## src/hw/rtl/wgs_pkg.sv

```systemverilog
// Shared constants, register indexes and the sine table generator for the
// wind gust block. Depends on nothing.
package wgs_pkg;

  localparam int unsigned NumWaves = 8;

  // Wave order: north 0..2, east 3..5, down 6..7. Values are cycles per second
  // and phase offsets, both in Q0.32 turns.
  localparam logic [31:0] WAVE_FREQ [NumWaves] = '{
    32'd205069583, 32'd526345262, 32'd1250924454,
    32'd273426110, 32'd635715706, 32'd1483336648,
    32'd239247846, 32'd751921803
  };
  localparam logic [31:0] WAVE_OFFS [NumWaves] = '{
    32'd683565276, 32'd2529191520, 32'd341782638,
    32'd1572200134, 32'd3486182905, 32'd820278331,
    32'd2734261102, 32'd1913982772
  };

  localparam logic [2:0] REG_BASE_NORTH = 3'd0;
  localparam logic [2:0] REG_BASE_EAST  = 3'd1;
  localparam logic [2:0] REG_BASE_DOWN  = 3'd2;
  localparam logic [2:0] REG_INTENSITY  = 3'd3;
  localparam logic [2:0] REG_ENABLE     = 3'd4;

  // Reciprocals for exact division by 75 and by 100 (multiply, shift by 38).
  localparam logic [31:0] RECIP_75  = 32'd3665038760;
  localparam logic [31:0] RECIP_100 = 32'd2748779070;

  // Quarter sine in Q1.15 from an odd Taylor series in Q30, evaluated at
  // elaboration to fill the lookup table.
  function automatic logic [14:0] quarter_sine(int unsigned r, int unsigned bits);
    longint unsigned x;
    longint unsigned x2;
    longint unsigned t;
    longint unsigned y;
    longint unsigned s;
    logic [127:0] recip;
    logic [127:0] quot;
    x  = (64'(r) * 64'd1686629713) >> (bits - 2);
    x2 = (x * x) >> 30;
    t  = 64'd1073741824;
    for (int i = 0; i < 5; i++) begin
      // Series divisors 110, 72, 42, 20 and 6 as ceil(2^39 / d); the dividend
      // stays below 2^32, so the quotient is exact.
      case (i)
        0:       recip = 128'd4997780127;
        1:       recip = 128'd7635497416;
        2:       recip = 128'd13089424141;
        3:       recip = 128'd27487790695;
        default: recip = 128'd91625968982;
      endcase
      quot = (128'((x2 * t) >> 30) * recip) >> 39;
      t = 64'd1073741824 - quot[63:0];
    end
    y = (x * t) >> 30;
    s = (y * 64'd32767 + 64'd536870912) >> 30;
    if (s > 64'd32767) s = 64'd32767;
    return s[14:0];
  endfunction

endpackage

```

## src/hw/rtl/wgs_gust_scale.sv

```systemverilog
// Four-stage gust magnitude for one axis: intensity, factor in two halves,
// rounding and divide by 100*2^31. Depends on wgs_pkg.
module wgs_gust_scale import wgs_pkg::*; (
  input  logic               clk_i,
  input  logic               rst_ni,
  input  logic               adv_i,
  input  logic signed [22:0] sum_i,
  input  logic [15:0]        intensity_i,
  input  logic [23:0]        factor_i,
  output logic [24:0]        gust_mag_o,
  output logic               neg_o
);

  logic [21:0] mag;
  logic [37:0] mi_q;
  logic [23:0] f_q;
  logic [49:0] plo_q, phi_q;
  logic [31:0] n_q;
  logic [62:0] prod_q;
  logic [62:0] total;
  logic [3:0]  neg_q;

  assign mag   = sum_i[22] ? 22'(-sum_i) : sum_i[21:0];
  assign total = (63'(phi_q) << 12) + 63'(plo_q) + 63'd107374182400;

  always_ff @(posedge clk_i or negedge rst_ni) begin
    if (!rst_ni) begin
      mi_q   <= '0;
      f_q    <= '0;
      plo_q  <= '0;
      phi_q  <= '0;
      n_q    <= '0;
      prod_q <= '0;
      neg_q  <= '0;
    end else if (adv_i) begin
      mi_q   <= 38'(mag) * 38'(intensity_i);
      f_q    <= factor_i;
      plo_q  <= 50'(mi_q) * 50'(f_q[11:0]);
      phi_q  <= 50'(mi_q) * 50'(f_q[23:12]);
      n_q    <= total[62:31];
      prod_q <= 63'(n_q) * 63'(RECIP_100);
      neg_q  <= {neg_q[2:0], sum_i[22]};
    end
  end

  assign gust_mag_o = prod_q[62:38];
  assign neg_o      = neg_q[3];

endmodule

```

## config.mk

```make
export PLATFORM = sky130hd
export DESIGN_NAME = wgs_gust_scale
export DESIGN_NICKNAME = d
export VERILOG_FILES = /design/src/hw/rtl/wgs_pkg.sv /design/src/hw/rtl/wgs_gust_scale.sv
export SDC_FILE = /design/constraint.sdc
export NUM_CORES = 2
export LEC_CHECK = 0
export BUFFER_PORTS_ARGS = -buffer_cell sky130_fd_sc_hd__buf_4
export CAP_MARGIN = 40
export CORE_MARGIN = 3
export CORE_UTILIZATION = 35
export CTS_CLUSTER_DIAMETER = 50
export DETAILED_ROUTE_END_ITERATION = 8
export SLEW_MARGIN = 10
export SYNTH_ARGS = -nofsm -noshare
export SYNTH_HDL_FRONTEND = slang
export SYNTH_SLANG_ARGS = --single-unit
```

## constraint.sdc

```tcl
create_clock -name clk_i -period 9.4 [get_ports clk_i]
set_input_delay 1.88 -clock clk_i [delete_from_list [all_inputs] [get_ports clk_i]]
set_output_delay 1.88 -clock clk_i [all_outputs]
set_load 0.01 [all_outputs]
```

==> out/metrics.yaml <==
placed_area_um2: 68400
yosys.area_share.simple_pct: 12.20
drive_above_1_share_pct: 7.123
ant_nets: 0
cts.hold.buffers_added: 0
row_count: 156
grt_first_pass_wirelength_mm: 281.6
rrSetupSlack_ns: 0.92
async_flop_share_pct: 100.0
postCtsResizedCells: 0
initialDrtViolationCount: 2275
post-dp-hpwl_mm: 144.8
final_core_util_pct: 38.35
syn_area_per_cell_um2: 9.432
clk_latency_ns: 0.60
synth_fa_ha_area_share_pct: 57.55
period_needed_ns: 9.046
antenna_found_initial: 5
syn_area_um2: 64370
cpMaxStageDelayCell: "fa_1"
reg2reg_depth: 26
setup_violations: 0
slew_headroom_pct: 29.77
max_stage_delay_ns: 0.57
synth_xor_xnor_area_share_pct: 2.680
seqCellArea_um2: 5285
cts_max_level: 2
final_area_um2: 69680
drc: 0
rsz0062_at_grt: "no"
critPathLaunchType: "input port"
clock_sinks: 211
nFillCells: 18100
totalNegativeSetupSlack_ns: 0
syn_nets: 9021
grt_usage_pct: 18.63
synthFlopType: "dfrtp_1"
dieArea_um2: 189100
grt_overflow: 0
cts_root_buf: "clkbuf_16"
vias: 45480
endpoint: "mi_q[36]$_DFFE_PN0P_"
cpMostUsedCell: "fa_1"
cts_buffer_depth: 3
cap_violations: 0
layout_commonest_cell: "inv_1"
max_freq_mhz: 110.5
synth_edf_count: 0
firstDrtPassIters: 6
tightest_slew_ns: 1.053
yosysWarnings: 0
final_cells: 9303
synthToLayoutAreaGrowth_pct: 8.249
synth_top_family_by_area: "adder cells"
die_w_um: 434.9
synth-seq-cells: 211
critical_path.startpoint: "sum_i[1]"
grt_pass1_vias: 50890
skew_ns: 0.02781
r2r-end: "prod_q[58]$_DFFE_PN0P_"
via_per_inst: 4.889
cts_tree: "yes"
yosysUniqueCellTypes: 76
grt_max_degree: 185
totalWireLength_mm: 172.3
hp-class: "flop to flop"
clkSlewWorstSetupHoldPaths_ns: 0.06
final_cell_mix: "1571 x inv_1, 1385 x fa_1, 987 x nand2_1"
crit_type: "input port to flop"
port_buffers: 91
start_util_pct: 35.42
worstPathArrival_ns: 9.54
wl_per_cell_um: 18.52
r2r-start: "n_q[13]$_DFFE_PN0P_"
multi_input_area_um2: 52130
nets: 9020
cp-end-kind: "flop"
required_ns: 9.90
syn_inst: 6825
drv_slew: 0
core-area_um2: 181700
synthMuxAreaShare_pct: 2.750
outcome: "finished, final reports clean"
period_share_pct: 96.24
hold_viol_final: 0
post_cts_buffers: 0
gp_congestion: 0.9205
crit_path_max_fanout: 11
synth-compound-area-share_pct: 5.792
ys_seq_area_share_pct: 8.203
die_height_um: 434.9
num_io_pins: 92
cts_made_buffers: 39
dp.cells: 9231
==> worst min-delay path by stage <==
stage | start | to | slack, ns | cells after the start
floorplan | neg_q[0]$_DFFE_PN0P_ | neg_q[0]$_DFFE_PN0P_ | 0.47 | 1
global placement | neg_q[1]$_DFFE_PN0P_ | neg_q[1]$_DFFE_PN0P_ | 0.49 | 1
detailed placement | neg_q[1]$_DFFE_PN0P_ | neg_q[1]$_DFFE_PN0P_ | 0.50 | 1
CTS | neg_q[1]$_DFFE_PN0P_ | neg_q[1]$_DFFE_PN0P_ | 0.51 | 1
global route | mi_q[33]$_DFFE_PN0P_ | mi_q[33]$_DFFE_PN0P_ | 0.52 | 1
finish | neg_q[1]$_DFFE_PN0P_ | neg_q[1]$_DFFE_PN0P_ | 0.50 | 1
==> cell type report <==
cell class,count,share of cell area [%]
Tap cell,2449,4.397
Timing Repair Buffer,243,2.930
Clock buffer,47,1.487
Clock inverter,21,0.3142
Antenna cell,3,0.01077
Multi-Input combinational cell,4758,74.81
Inverter,1571,8.463
Sequential cell,211,7.585
==> cells in the mapped netlist, types with 81 or more instances <==
cell	number	share of area [%]
nor2_1	101	0.59
dfrtp_1	211	8.2
and2_1	413	4.0
xnor2_1	138	1.9
inv_1	1571	9.2
a21o_1	102	1.2
mux2_2	151	2.6
o21ai_0	81	0.63
a21oi_1	187	1.5
nand2_1	987	5.8
clkbuf_1	264	1.5
ha_1	745	14
fa_1	1385	43
==> layer usage <==
metal  vias to the layer above  track usage, %  routed length [um]
met5                         -               0                  41
li1                      20650               -                   -
met2                      1173           32.76               84900
met3                       256           2.533                8543
met1                     23390           23.10               71000
met4                         6           7.292                7782
==> per-stage QoR <==
| step | hold slack, ns | setup WS (ns) |
|---|---|---|
| floorplan | 0.4750 | 0.03634 |
| global placement | 0.4859 | -0.1978 |
| detailed placement | 0.4965 | -0.2571 |
| CTS | 0.5092 | 0.3756 |
| global route | 0.5232 | 0.02287 |
| finish | 0.5046 | 0.3536 |
==> critical path: cells and delay by family <==
family,cells,cell delay [ns]
compound gates,9,2.11
buf+inv,6,0.60
xor+xnor,1,0.33
simple gates,7,1.17
fa+ha+maj,8,3.43
==> logic make-up (layout without fill, tap and decap cells) <==
kind of cell             Yosys count  count (layout)
AO/OA/AOI/OAI                    575             575
buffers and inverters           1856            1882
AND/OR/NAND/NOR                 1698            1698
adder cells (fa/ha/maj)         2130            2130
other                              0               3
multiplexers                     158             158
flip-flops                       211             211
XOR/XNOR                         197             197
==> state kept, by name, indices dropped and copies added, names as in the netlist <==
name	count
mi_q	38
neg_q	4
f_q	24
phi_q	50
prod_q	25
n_q	32
plo_q	38
Power is left out: the tool's default activity adds up to more than one toggle a clock period on the data nets, which glitch-free logic cannot reach.
